### src/bpa_pkg.sv
// Shared constants, command codes and controller/datapath handshake types.
package bpa_pkg;

  localparam int MAX_PAGE_COUNT_DEF = 65536;
  localparam int WORD_BITS_DEF      = 64;

  localparam int ADDR_W     = 64;
  localparam int CMD_W      = 2;
  localparam int CFG_W      = 17;
  localparam int FREE_W     = 17;
  localparam int OUT_ADDR_W = 28;
  localparam int PAGE_SHIFT = 12;
  localparam int APB_ADDR_W = 3;
  localparam int APB_DATA_W = 32;

  // Page numbers computed from full 64-bit byte addresses, with carry kept.
  localparam int WIDE_PG_W = ADDR_W + 1 - PAGE_SHIFT;

  localparam logic [CMD_W-1:0] CMD_REGION = 2'd0;
  localparam logic [CMD_W-1:0] CMD_ALLOC  = 2'd1;
  localparam logic [CMD_W-1:0] CMD_FREE   = 2'd2;

  localparam logic REG_PAGE_LIMIT = 1'b0;
  localparam logic REG_RESERVE    = 1'b1;

  localparam logic [CFG_W-1:0] PAGE_LIMIT_RST = 17'd0;
  localparam logic [CFG_W-1:0] RESERVE_RST    = 17'd1024;

  typedef struct packed {
    logic clr_step;
    logic load;
    logic prep;
    logic clamp;
    logic div;
    logic base;
    logic rd;
    logic modify;
    logic acc;
  } bpa_cmd_t;

  typedef struct packed {
    logic clr_last;
    logic empty;
    logic walk_done;
  } bpa_sts_t;

endpackage

### src/bpa_ctrl.sv
// Controller state machine that sequences the bitmap datapath.
module bpa_ctrl (
  input  logic              clk,
  input  logic              rst_n,
  input  logic              start,
  output logic              busy,
  output logic              out_valid,
  output bpa_pkg::bpa_cmd_t cmd_o,
  input  bpa_pkg::bpa_sts_t sts_i
);

  typedef enum logic [9:0] {
    S_CLR   = 10'b0000000001,
    S_IDLE  = 10'b0000000010,
    S_PREP  = 10'b0000000100,
    S_CLAMP = 10'b0000001000,
    S_DIV   = 10'b0000010000,
    S_BASE  = 10'b0000100000,
    S_RD    = 10'b0001000000,
    S_MOD   = 10'b0010000000,
    S_TAIL  = 10'b0100000000,
    S_DONE  = 10'b1000000000
  } state_t;

  state_t state_r, state_nxt;

  always_comb begin
    state_nxt = state_r;
    unique case (state_r)
      S_CLR:   if (sts_i.clr_last) state_nxt = S_IDLE;
      S_IDLE:  if (start) state_nxt = S_PREP;
      S_PREP:  state_nxt = S_CLAMP;
      S_CLAMP: state_nxt = sts_i.empty ? S_DONE : S_DIV;
      S_DIV:   state_nxt = S_BASE;
      S_BASE:  state_nxt = S_RD;
      S_RD:    state_nxt = S_MOD;
      S_MOD:   state_nxt = sts_i.walk_done ? S_TAIL : S_RD;
      S_TAIL:  state_nxt = S_DONE;
      S_DONE:  state_nxt = S_IDLE;
      default: state_nxt = S_IDLE;
    endcase
  end

  always_ff @(posedge clk) begin
    if (!rst_n) begin
      state_r <= S_CLR;
    end else begin
      state_r <= state_nxt;
    end
  end

  always_comb begin
    cmd_o          = '0;
    cmd_o.clr_step = (state_r == S_CLR);
    cmd_o.load     = (state_r == S_IDLE) && start;
    cmd_o.prep     = (state_r == S_PREP);
    cmd_o.clamp    = (state_r == S_CLAMP);
    cmd_o.div      = (state_r == S_DIV);
    cmd_o.base     = (state_r == S_BASE);
    cmd_o.rd       = (state_r == S_RD);
    cmd_o.modify   = (state_r == S_MOD);
    // Bit counts of the last modified word are folded into the count in the following RD or TAIL state.
    cmd_o.acc      = (state_r == S_RD) || (state_r == S_TAIL);
  end

  assign busy      = (state_r != S_IDLE);
  assign out_valid = (state_r == S_DONE);

endmodule

### config.mk
export PLATFORM = sky130hd
export DESIGN_NAME = bpa_ctrl
export DESIGN_NICKNAME = d
export VERILOG_FILES = /design/src/bpa_pkg.sv /design/src/bpa_ctrl.sv
export SDC_FILE = /design/constraint.sdc
export NUM_CORES = 1
export LEC_CHECK = 0
export BUFFER_PORTS_ARGS = -buffer_cell sky130_fd_sc_hd__buf_2
export CORE_MARGIN = 2
export CORE_UTILIZATION = 44
export DETAILED_ROUTE_END_ITERATION = 8
export GPL_ROUTABILITY_DRIVEN = 1
export GPL_TIMING_DRIVEN = 0
export PLACE_DENSITY = 0.7
export SYNTH_ARGS = -nofsm -noshare
export SYNTH_HDL_FRONTEND = slang
export SYNTH_SLANG_ARGS = --single-unit
### constraint.sdc
create_clock -name clk -period 1.46 [get_ports clk]
set_input_delay 0.146 -clock clk [delete_from_list [all_inputs] [get_ports clk]]
set_output_delay 0.146 -clock clk [all_outputs]
set_load 0.01 [all_outputs]
==> impl_metrics.py <==
metrics = {
    "setup_path": {
        "worstReg2RegStart": "state_r[3]",
        "r2r-end": "state_r[4]",
        "r2r_slack_ns": -0.22,
        "start_kind": "flip-flop",
        "rr_worst_depth": 6,
        "max_stage_delay_ns": 0.37,
        "cp_num_buf_inv": 1,
        "arrival_ns": 1.68,
        "critPathTopFamily": "simple AND/OR/NAND/NOR gates",
        "end_kind": "output pin",
        "criticalPathCategory": "reg2out",
        "critPathMaxFanout": 4,
        "cp.required_ns": 1.31,
        "path_cells": "nor4_4, nand2_2, or3_4, nor2_1, buf_2",
        "cp_slowest_cell": "dfxtp_4",
    },
    "pwr": {
        "pwr-share-seq_pct": 40.2,
        "pwr-share-clk_pct": 37.0,
        "p_sw_share_pct": 29.6,
        "peakVddDrop_mv": 0.632,
        "power_switching_uw": 216,
        "power_frac_comb_pct": 22.9,
        "p_leak_uw": 0.000467,
        "finalPower_uw": 729,
        "powerDensity_nw_per_um2": 758,
        "internal_power_uw": 513,
    },
    "layout": {
        "diodes": 0,
        "largest_registers": "state_r: 10 flops",
        "fill_cells": 104,
        "area_growth_pct": 61.2,
        "drive_above_1_share_pct": 57.4,
        "postLayoutCellArea_sq_um": 962,
        "largest_register": "state_r",
        "largest_reg_flops": 10,
        "nets": 115,
    },
    "yosys": {
        "ys.flop_type": "dfxtp_1",
        "yosys_warnings": 0,
        "yosysSeqAreaShare_pct": 33.5,
        "synth_area_leaders": "dfxtp_1 34%, nor4_4 7.1%, nor2_1 5.7%",
        "async_flop_share_pct": 0,
        "ys_ff_latch": 10,
        "ys_types": 30,
        "synth.most_common_cell": "dfxtp_1",
        "netlist_area_sq_um": 597,
        "yosysTopAreaCellShare_pct": 33.5,
        "synth_edf_count": 0,
        "synth_common_cells": "10 x dfxtp_1, 9 x nor2_1, 5 x inv_1, 5 x nand2_1, 4 x o21ai_0",
        "yosysTopAreaCell": "dfxtp_1",
        "avgSynthCellArea_sq_um": 8.53,
        "synth_nets": 76,
        "synthCells": 70,
    },
    "worst_hold_path": {
        "hold_class": "in2reg",
        "holdPathStages": 2,
        "min_to": "state_r[4]",
        "hold_path.startpoint": "sts_i[1]",
    },
    "sta": {
        "timing.final.ws_setup_ns": -0.367,
        "finalCritPeriodShare_pct": 125,
        "finalSetupTns_ns": -3.99,
        "finalCriticalPeriod_ns": 1.83,
        "setup_viol": 19,
        "slew_viol_final": 0,
        "worstMarginPinSlew_ns": 0.437,
        "finalHoldViolations": 0,
        "relSlewSlack_pct": 70.5,
        "whs_ns": 0.0413,
        "clock.fmax_mhz": 547,
        "rsz0062_at_grt": "true",
        "clock_skew_ns": 0.00418,
    },
    "drt": {
        "drtAntennaViolNets": 0,
        "avgViaCountPerCell": 5.56,
        "dr_total_vias": 684,
        "wire_per_inst_microns": 15.7,
        "wl_microns": 1930,
        "drt-initial-drc-count": 20,
        "drtPass1Iterations": 7,
        "drc": 0,
    },
    "flow_run": {
        "max_cap_violations": 0,
    },
    "clock_tree": {
        "cts_max_path_buffers": 2,
        "numCtsBuffers": 3,
        "cts.sinks": 10,
        "clock_latency_ns": 0.28,
        "clkTransAtPathRegs_ns": 0.08,
        "cts-root-buf": "clkbuf_4",
        "hold_buffers": 0,
        "cts_htree_levels": 1,
        "cts_tree": "done",
    },
    "die": {
        "ioPinCount": 17,
        "fp.dieW_microns": 40.8,
        "initial_core_util_pct": 46.4,
        "row_count": 13,
        "fp.coreArea_sq_um": 1280,
        "die_height_microns": 40.8,
        "die_area_sq_um": 1670,
    },
    "placement": {
        "placed_area_sq_um": 699,
        "gp_congestion": 0.768,
        "hpwlAfterDp_microns": 972,
        "io_buffers": 16,
    },
    "global_route": {
        "grt_pass1_vias": 597,
        "grt_antenna_before_repair": 0,
        "overflow": 0,
        "grt_pass1_wl_microns": 2500,
        "grt_max_degree": 9,
        "grt_use_total_pct": 23.8,
    },
    "status": {
        "status": "finished with violations",
        "violations": "negative setup slack",
    },
}
-- layer usage --
layer | up-vias | wire (microns) | track usage [%]
li1 | 337 | - | -
met1 | 320 | 776 | 26.4
met2 | 18 | 997 | 39.8
met3 | 9 | 78 | 5.43
met4 | 0 | 73 | 15.8
met5 | - | 0 | 0
-- worst max-delay path by stage --
stage	from	to	slack, ns	depth (start not counted)
final	state_r[3]	cmd_o[1]	-0.37	5
after floorplan	state_r[9]	cmd_o[1]	-0.02	4
after detailed placement	state_r[3]	cmd_o[1]	-0.18	5
after global routing	state_r[3]	cmd_o[3]	-0.43	5
after CTS	state_r[2]	cmd_o[1]	-0.32	5
after global placement	state_r[3]	cmd_o[1]	-0.15	5
-- cell usage in the layout (no fill, tap or decap), types with 4 or more instances in the layout --
cell,count
buf_2,14
buf_6,6
nand2_1,5
nor2_1,8
inv_1,4
dfxtp_2,5
buf_4,14
-- power groups by stage --
stage,clock network (uW),logic (uW),registers (uW)
final,270,167,293
after global routing,285,179,295
after CTS,263,147,295
after detailed placement,0,104,305
after global placement,0,103,304
after floorplan,0,74.6,300
-- cells by family after synthesis --
group | synth area share [%]
DFF | 33.5
buffers and inverters | 3.14
xor gates and xnor gates | 4.40
AOI/OAI and AO/OA | 14.0
and+or+nand+nor | 44.9
-- per-stage QoR --
stage / instances / worst slack [ns] / utilization [%]
2_1_floorplan: 70 / -0.0208 / -
3_3_place_gp: 101 / -0.147 / 54.4
3_5_place_dp: 101 / -0.179 / 54.4
4_1_cts: 118 / -0.321 / 68.5
5_1_grt: 123 / -0.432 / 74.9
6_report: 123 / -0.367 / 74.9
-- area by class of cell --
class                      count  area, sq um  area share (%)
tap                           15         18.8            1.95
sequential                    10          218            22.6
inverter                       5         18.8            1.95
multi-input combinational     55          428            44.5
clock buffer                   4         36.3            3.77
timing repair buffer          34          243            25.2
-- timing repair --
item,in CTS,in global routing
setup endpoints to repair,18,19
pin swaps,10,5
buffers inserted,13,5
cloned,0,0
gates resized for setup,11,15
No activity file was read; power rests on OpenSTA's default activity.
