===== src/bpa_pkg.sv =====
// Shared constants, command codes and controller/datapath handshake types.
package bpa_pkg;

  localparam int MAX_PAGE_COUNT_DEF = 65536;
  localparam int WORD_BITS_DEF      = 64;

  localparam int ADDR_W     = 64;
  localparam int CMD_W      = 2;
  localparam int CFG_W      = 17;
  localparam int FREE_W     = 17;
  localparam int OUT_ADDR_W = 28;
  localparam int PAGE_SHIFT = 12;
  localparam int APB_ADDR_W = 3;
  localparam int APB_DATA_W = 32;

  // Page numbers computed from full 64-bit byte addresses, with carry kept.
  localparam int WIDE_PG_W = ADDR_W + 1 - PAGE_SHIFT;

  localparam logic [CMD_W-1:0] CMD_REGION = 2'd0;
  localparam logic [CMD_W-1:0] CMD_ALLOC  = 2'd1;
  localparam logic [CMD_W-1:0] CMD_FREE   = 2'd2;

  localparam logic REG_PAGE_LIMIT = 1'b0;
  localparam logic REG_RESERVE    = 1'b1;

  localparam logic [CFG_W-1:0] PAGE_LIMIT_RST = 17'd0;
  localparam logic [CFG_W-1:0] RESERVE_RST    = 17'd1024;

  typedef struct packed {
    logic clr_step;
    logic load;
    logic prep;
    logic clamp;
    logic div;
    logic base;
    logic rd;
    logic modify;
    logic acc;
  } bpa_cmd_t;

  typedef struct packed {
    logic clr_last;
    logic empty;
    logic walk_done;
  } bpa_sts_t;

endpackage


===== src/bpa_regs.sv =====
// Configuration register file behind the APB-style port.
module bpa_regs (
  input  logic                                clk,
  input  logic                                rst_n,
  input  logic                                psel,
  input  logic                                penable,
  input  logic                                pwrite,
  input  logic [bpa_pkg::APB_ADDR_W-1:0]      paddr,
  input  logic [bpa_pkg::APB_DATA_W-1:0]      pwdata,
  output logic [bpa_pkg::APB_DATA_W-1:0]      prdata,
  output logic                                pready,
  output logic [bpa_pkg::CFG_W-1:0]           page_limit,
  output logic [bpa_pkg::CFG_W-1:0]           reserve_pages
);

  logic [bpa_pkg::CFG_W-1:0] page_limit_r, page_limit_nxt;
  logic [bpa_pkg::CFG_W-1:0] reserve_r, reserve_nxt;
  logic                      wr_en;

  assign pready = 1'b1;
  assign wr_en  = psel & penable & pwrite & pready;

  // Only the word address selects a register; the byte offset is ignored.
  always_comb begin
    page_limit_nxt = page_limit_r;
    reserve_nxt    = reserve_r;
    if (wr_en) begin
      unique case (paddr[2])
        bpa_pkg::REG_PAGE_LIMIT: page_limit_nxt = pwdata[bpa_pkg::CFG_W-1:0];
        bpa_pkg::REG_RESERVE:    reserve_nxt    = pwdata[bpa_pkg::CFG_W-1:0];
      endcase
    end
  end

  always_ff @(posedge clk) begin
    if (!rst_n) begin
      page_limit_r <= bpa_pkg::PAGE_LIMIT_RST;
      reserve_r    <= bpa_pkg::RESERVE_RST;
    end else begin
      page_limit_r <= page_limit_nxt;
      reserve_r    <= reserve_nxt;
    end
  end

  always_comb begin
    unique case (paddr[2])
      bpa_pkg::REG_PAGE_LIMIT: prdata = bpa_pkg::APB_DATA_W'(page_limit_r);
      bpa_pkg::REG_RESERVE:    prdata = bpa_pkg::APB_DATA_W'(reserve_r);
    endcase
  end

  assign page_limit    = page_limit_r;
  assign reserve_pages = reserve_r;

endmodule


===== config.mk =====
export PLATFORM = sky130hd
export DESIGN_NAME = bpa_regs
export DESIGN_NICKNAME = d
export VERILOG_FILES = /design/src/bpa_pkg.sv /design/src/bpa_regs.sv
export SDC_FILE = /design/constraint.sdc
export NUM_CORES = 1
export LEC_CHECK = 0
export BUFFER_PORTS_ARGS = -buffer_cell sky130_fd_sc_hd__buf_2
export CAP_MARGIN = 10
export CORE_MARGIN = 10
export CORE_UTILIZATION = 45
export DETAILED_ROUTE_END_ITERATION = 7
export PLACE_DENSITY = 0.85
export SYNTH_ARGS = -nofsm -noshare
export SYNTH_HDL_FRONTEND = slang
export SYNTH_SLANG_ARGS = --single-unit

===== constraint.sdc =====
create_clock -name clk -period 3.3 [get_ports clk]
set_input_delay 0.66 -clock clk [delete_from_list [all_inputs] [get_ports clk]]
set_output_delay 0.66 -clock clk [all_outputs]
set_load 0.01 [all_outputs]

==> out/qor.txt, run 1 <==
Detailed Routing Iterations Pass 1 - 2
Core area - 3442 um^2
H-tree Lvls - 2
Final setup fails - 0
Layout overhead on the synthesized area - 22.41%
P_leak - 1.108 nW
Crit path capture type - output port
DR vias/cell - 4.592
I/O Pins - 107
CTS Buf Count - 5
Setup Buffers After CTS - 0
Clk Latency, worst-skew pair - 0.28 ns
Crit-path most repeated cell - buf_2
Clk Tree Root Cell - clkbuf_8
Fin. max-slew vios - 0
Ant diodes - 0
Required @ worst endpoint - 2.64 ns
Power density over cell area - 404.0 nW/um^2
Syn Std Cell Area - 1642 um^2
Vias - 1295
Worst setup path category - input port to output port
Top-area cell type share of the netlist area - 0.4146
All-layer global routing usage - 0.1114
Yosys warns - 0
Status - finished clean
Synth top cells by count - nand2_1 (50), dfxtp_1 (34), mux2i_1 (34)
Synth area leader - dfxtp_1
Row cnt - 21
Total congestion overflow - 0
Synthesized flop and latch total - 34
Die ar. - 6464 um^2
Max Root-Sink Buffers - 2
Register area share after synthesis - 0.4146
# hold bufs at CTS - 0
Die Width - 80.40 um
Worst slew pin tran - 0.8355 ns
Crit path DAT - 1.56 ns
Maximum cell stage delay along the critical path - 0.39 ns
Final #Nets - 277
Crit path cell chain - buf_2, mux2_2, buf_2
Pre-CTS worst setup slack - 1.060 ns
Post-DP HPWL - 2.911 mm
Period minus WS final - 2.221 ns
Max Clk Rate - 0.4503 GHz
Max-slew headroom - 0.4430
First-pass GRT wire length - 5.844 mm
DRC Markers - 0
Worst min path class - register to register
Top-count cell post-synth - nand2_1
Setup WS post-layout - 1.079 ns
Post-synth EDFFs - 0
Final hold violations - 0
Synth Flop Type - dfxtp_1
Clock Sink Count - 34
Unrepaired setup endpoints after global routing - false
Clock transition at path regs - 0.06 ns
Register Area - 680.7 um^2
Crit start category - input port
Avg Cell Area, Syn - 9.713 um^2
Multi-input logic area - 808.3 um^2
Post-route ant nets - 0
Yosys cell types - 13
Hold WS - 0.4713 ns
VDD IR max - 0.2220 mV
Routed len/inst - 13.45 um
Max-cap viol count - 0
Die Span Y - 80.40 um
Mapped Cells - 169
Initial DRC count - 53
# resized after CTS - 0
Initial antenna violation count - 0
Setup TNS - 0 ns
Critical path fanouts, max - 19
Largest net degree at the start of global routing - 53
CTS tree - built
GP Congestion - 0.6681
Reg2reg setup slack - 2.65 ns
Synth area leaders - dfxtp_1 (41%), mux2i_1 (21%), mux2_2 (12%)
Filler cell count - 325
Initial Utilization - 0.4769
Clk_skew - 0 ns
Crit-path leading delay family - buffers and inverters
Vias in the first global route - 1259
Critical-path top delay cell - mux2_2
PortBufs - 73
Final WL - 3.793 mm
CP bufs+invs - 2
Post-synth ARST share - 0
Share of cells above drive strength 1 - 0.4153
Final Cycle Share - 0.6730
[metal layers]
metal	global-route usage	up-vias	wire, um
met1	0.1215	578	1615
met2	0.1760	55	1760
met5	0	-	0
met3	0.05568	5	389
met4	0.05282	0	28
li1	-	657	-
[worst min-delay path: stages, from the launching register on]
cell,delay (ns)
dfxtp_1,0.32
nand2_1,0.06
mux2i_1,0.05
[stage by stage]
stage	cell area (um^2)	total power, mW	util	instances
global placement	1927	0.5248	0.5598	276
global route	2009	0.8495	0.5838	282
floorplan	1694	0.5091	-	183
finish	2009	0.8119	0.5838	282
CTS	2009	0.8191	0.5838	282
detailed placement	1927	0.5260	0.5598	276
[cell usage in the layout, fill, tap and decap left out]
master and n:
and4b_1 1, buf_2 73, buf_4 2, clkbuf_8 6, conb_1 16, dfxtp_1 34, mux2_2 17, mux2i_1 34
nand2_1 50, nand4_1 1, nor2b_1 2
[registers in the layout, summed over array words and instances (netlist names)]
| signal | count |
|---|---|
| page_limit | 17 |
| reserve_pages | 17 |
[where the power goes]
part	internal (mW)	switching, mW
clock network	0.161	0.135
logic	0.0375	0.0532
registers	0.420	0.00600
total	0.618	0.194
[area by class of cell]
type,instances,share of cell area
tap,46,0.02864
timing repair buffer,75,0.1893
sequential,34,0.3387
clock buffer,6,0.04110
multi-input combinational,121,0.4022
[cell families (layout without fill, tap and decap cells)]
family / after synthesis / in the layout / share of synthesized area
mux: 51 / 51 / 0.3239
simple gates: 54 / 54 / 0.1319
buf+inv: 28 / 81 / 0.1250
other cells: 2 / 16 / 0.004575
flops: 34 / 34 / 0.4146
[path summary, 6_finish.rpt]
kind / to / startpoint / cells after the start
worst max-delay path: prdata[11] / paddr[2] / 3
worst min-delay path: reserve_pages[12] / reserve_pages[12] / 2
worst max register to register: reserve_pages[0] / reserve_pages[0] / 2
worst min register to register: reserve_pages[12] / reserve_pages[12] / 2
Power figures use the tool's default switching activity.
==> run 2: changes to the inputs <==
- CORE_UTILIZATION: 45 -> 38
- PLACE_DENSITY: 0.85 -> 0.76
- clock period: 3.3 -> 2 ns (I/O delays scaled with it)
==> run 2 against run 1 <==
Net effect:
- first-iteration DRC count decreased by 42%
- via count decreased by 0.85%
- setup slack got worse by 0.78 ns
- utilization decreased by 7.9 points
- largest cell class unchanged
- largest power group unchanged
==> out/qor.txt, run 2 (same netlist as run 1, synthesis figures left out) <==
PortBufs - 73 (unchanged)
Share of cells above drive strength 1 - 0.4226 (was 0.4153)
Final hold violations - 0 (unchanged)
Largest net degree at the start of global routing - 30 (was 53)
Worst slew pin tran - 0.5028 ns (was 0.8355 ns)
Clock transition at path regs - 0.06 ns (about the same)
Vias - 1284 (was 1295)
DR vias/cell - 4.443 (was 4.592)
Critical path fanouts, max - 19 (unchanged)
Worst min path class - input port to register (was register to register)
Period minus WS final - 1.703 ns
Crit-path leading delay family - buffers and inverters (unchanged)
Initial Utilization - 0.4017 (was 0.4769)
Hold path start - pwdata[10] (was reserve_pages[12])
Required @ worst endpoint - 1.60 ns (was 2.64 ns)
Ant diodes - 0 (unchanged)
Total congestion overflow - 0 (unchanged)
Power, Total - 1.439 mW (was 811.9 uW)
Status - finished clean (unchanged)
Most common cell after layout, fill and taps aside - buf_2 (unchanged)
Die ar. - 7349 um^2 (was 6464 um^2)
CTS Buf Count - 5 (unchanged)
Max-cap viol count - 0 (unchanged)
P_leak - 1.132 nW (was 1.108 nW)
Max-slew headroom - 0.6648 (was 0.4430)
Initial DRC count - 31 (was 53)
Initial antenna violation count - 0 (unchanged)
DRC Markers - 0 (unchanged)
Final Cycle Share - 0.8517
Most frequent cells in the layout - buf_2 (73), nand2_1 (50), mux2i_1 (34), dfxtp_1 (34), mux2_2 (17) (unchanged)
Die Span Y - 85.73 um (was 80.40 um)
Clk_skew - 0 ns (unchanged)
Max Clk Rate - 0.5870 GHz
Worst R2R Start - page_limit[12] (was reserve_pages[0])
Final WL - 4.019 mm (was 3.793 mm)
Setup Buffers After CTS - 0 (unchanged)
CTS tree - built (unchanged)
Reg2reg setup slack - 1.36 ns (was 2.65 ns)
R2R cell count - 2 (unchanged)
Crit path capture type - output port (unchanged)
Max Root-Sink Buffers - 2 (unchanged)
Layout overhead on the synthesized area - 25.61% (was 22.41%)
Crit path DAT - 1.30 ns (was 1.56 ns)
Crit start category - input port (unchanged)
# resized after CTS - 0 (unchanged)
Vias in the first global route - 1360 (was 1259)
I/O Pins - 107 (unchanged)
Maximum cell stage delay along the critical path - 0.39 ns (about the same)
Detailed Routing Iterations Pass 1 - 4 (was 2)
Routed len/inst - 13.91 um (was 13.45 um)
Row cnt - 23 (was 21)
Final #Nets - 278 (was 277)
Core area - 4086 um^2 (was 3442 um^2)
Final setup fails - 0 (unchanged)
H-tree Lvls - 2 (unchanged)
GP Congestion - 0.6823 (was 0.6681)
Crit. path cell count - 3 (unchanged)
VDD IR max - 0.2752 mV (was 0.2220 mV)
Hold Path Sink - page_limit[10] (was reserve_pages[12])
Setup TNS - 0 ns (unchanged)
First-pass GRT wire length - 6.506 mm (was 5.844 mm)
Hold depth - 3 (was 2)
RR Endpoint - page_limit[12] (was reserve_pages[0])
Clock Sink Count - 34 (unchanged)
Crit path cell chain - buf_2, mux2_2, buf_2 (unchanged)
Crit-path most repeated cell - buf_2 (unchanged)
Die Width - 85.73 um (was 80.40 um)
Clk Tree Root Cell - clkbuf_8 (unchanged)
Clk Latency, worst-skew pair - 0.28 ns (about the same)
CP bufs+invs - 2 (unchanged)
Post-DP HPWL - 3.043 mm (was 2.911 mm)
Finished Core Util - 0.5046 (was 0.5838)
All-layer global routing usage - 0.1059 (was 0.1114)
Unrepaired setup endpoints after global routing - false (unchanged)
# hold bufs at CTS - 0 (unchanged)
Power density over cell area - 697.8 nW/um^2 (was 404.0 nW/um^2)
Post-route ant nets - 0 (unchanged)
Critical-path top delay cell - mux2_2 (unchanged)
Worst setup path category - input port to output port (unchanged)
Fin. max-slew vios - 0 (unchanged)
==> run 2: cell count changes in the layout (fill, tap and decap cells not counted), sizes merged <==
cell / previous run / this run
buf: 75 / 76
clkbuf: 6 / 8
==> run 2: worst max path at each step <==
stage	startpoint	endpoint	slack [ns]
2_1_floorplan	paddr[2]	prdata[10]	0.51
3_3_place_gp	paddr[2]	prdata[8]	0.28
3_5_place_dp	paddr[2]	prdata[5]	0.27
4_1_cts	paddr[2]	prdata[8]	0.27
5_1_grt	paddr[2]	prdata[9]	0.23
6_report	paddr[2]	prdata[8]	0.30
==> run 2: area by class of cell <==
type	count	area [um^2]
clock buffers	8	110.1
fillers	418	2024
multi-input cells	121	808.3
flip-flops and latches	34	680.7
well taps	50	62.56
repair buffers	76	400.4
==> run 2: worst min-delay path: stages <==
cell     delay, ns
buf_2         0.10
nand2_1       0.05
mux2i_1       0.05
==> run 2: metal layers <==
| layer | track usage | wire (um) | up-vias |
|---|---|---|---|
| met2 | 0.1751 | 1871 | 52 |
| met1 | 0.1144 | 1707 | 567 |
| met5 | 0 | 0 | - |
| met4 | 0.04042 | 41 | 0 |
| li1 | - | - | 658 |
| met3 | 0.05109 | 398 | 7 |
==> run 2: per-stage QoR <==
stage,hold WS [ns],area [um^2],std cells,setup slack [ns]
6_report,0.3822,2062,289,0.2965
5_1_grt,0.3837,2062,289,0.2266
4_1_cts,0.3707,2062,289,0.2692
3_5_place_dp,0.4598,1952,281,0.2721
3_3_place_gp,0.4539,1952,281,0.2811
2_1_floorplan,0.4887,1694,183,0.5092
==> run 2: power breakdown <==
part | total (mW) | internal, mW | switching (mW)
Sequential | 0.702 | 0.692 | 0.0101
Clock | 0.582 | 0.347 | 0.235
Combinational | 0.155 | 0.0657 | 0.0889
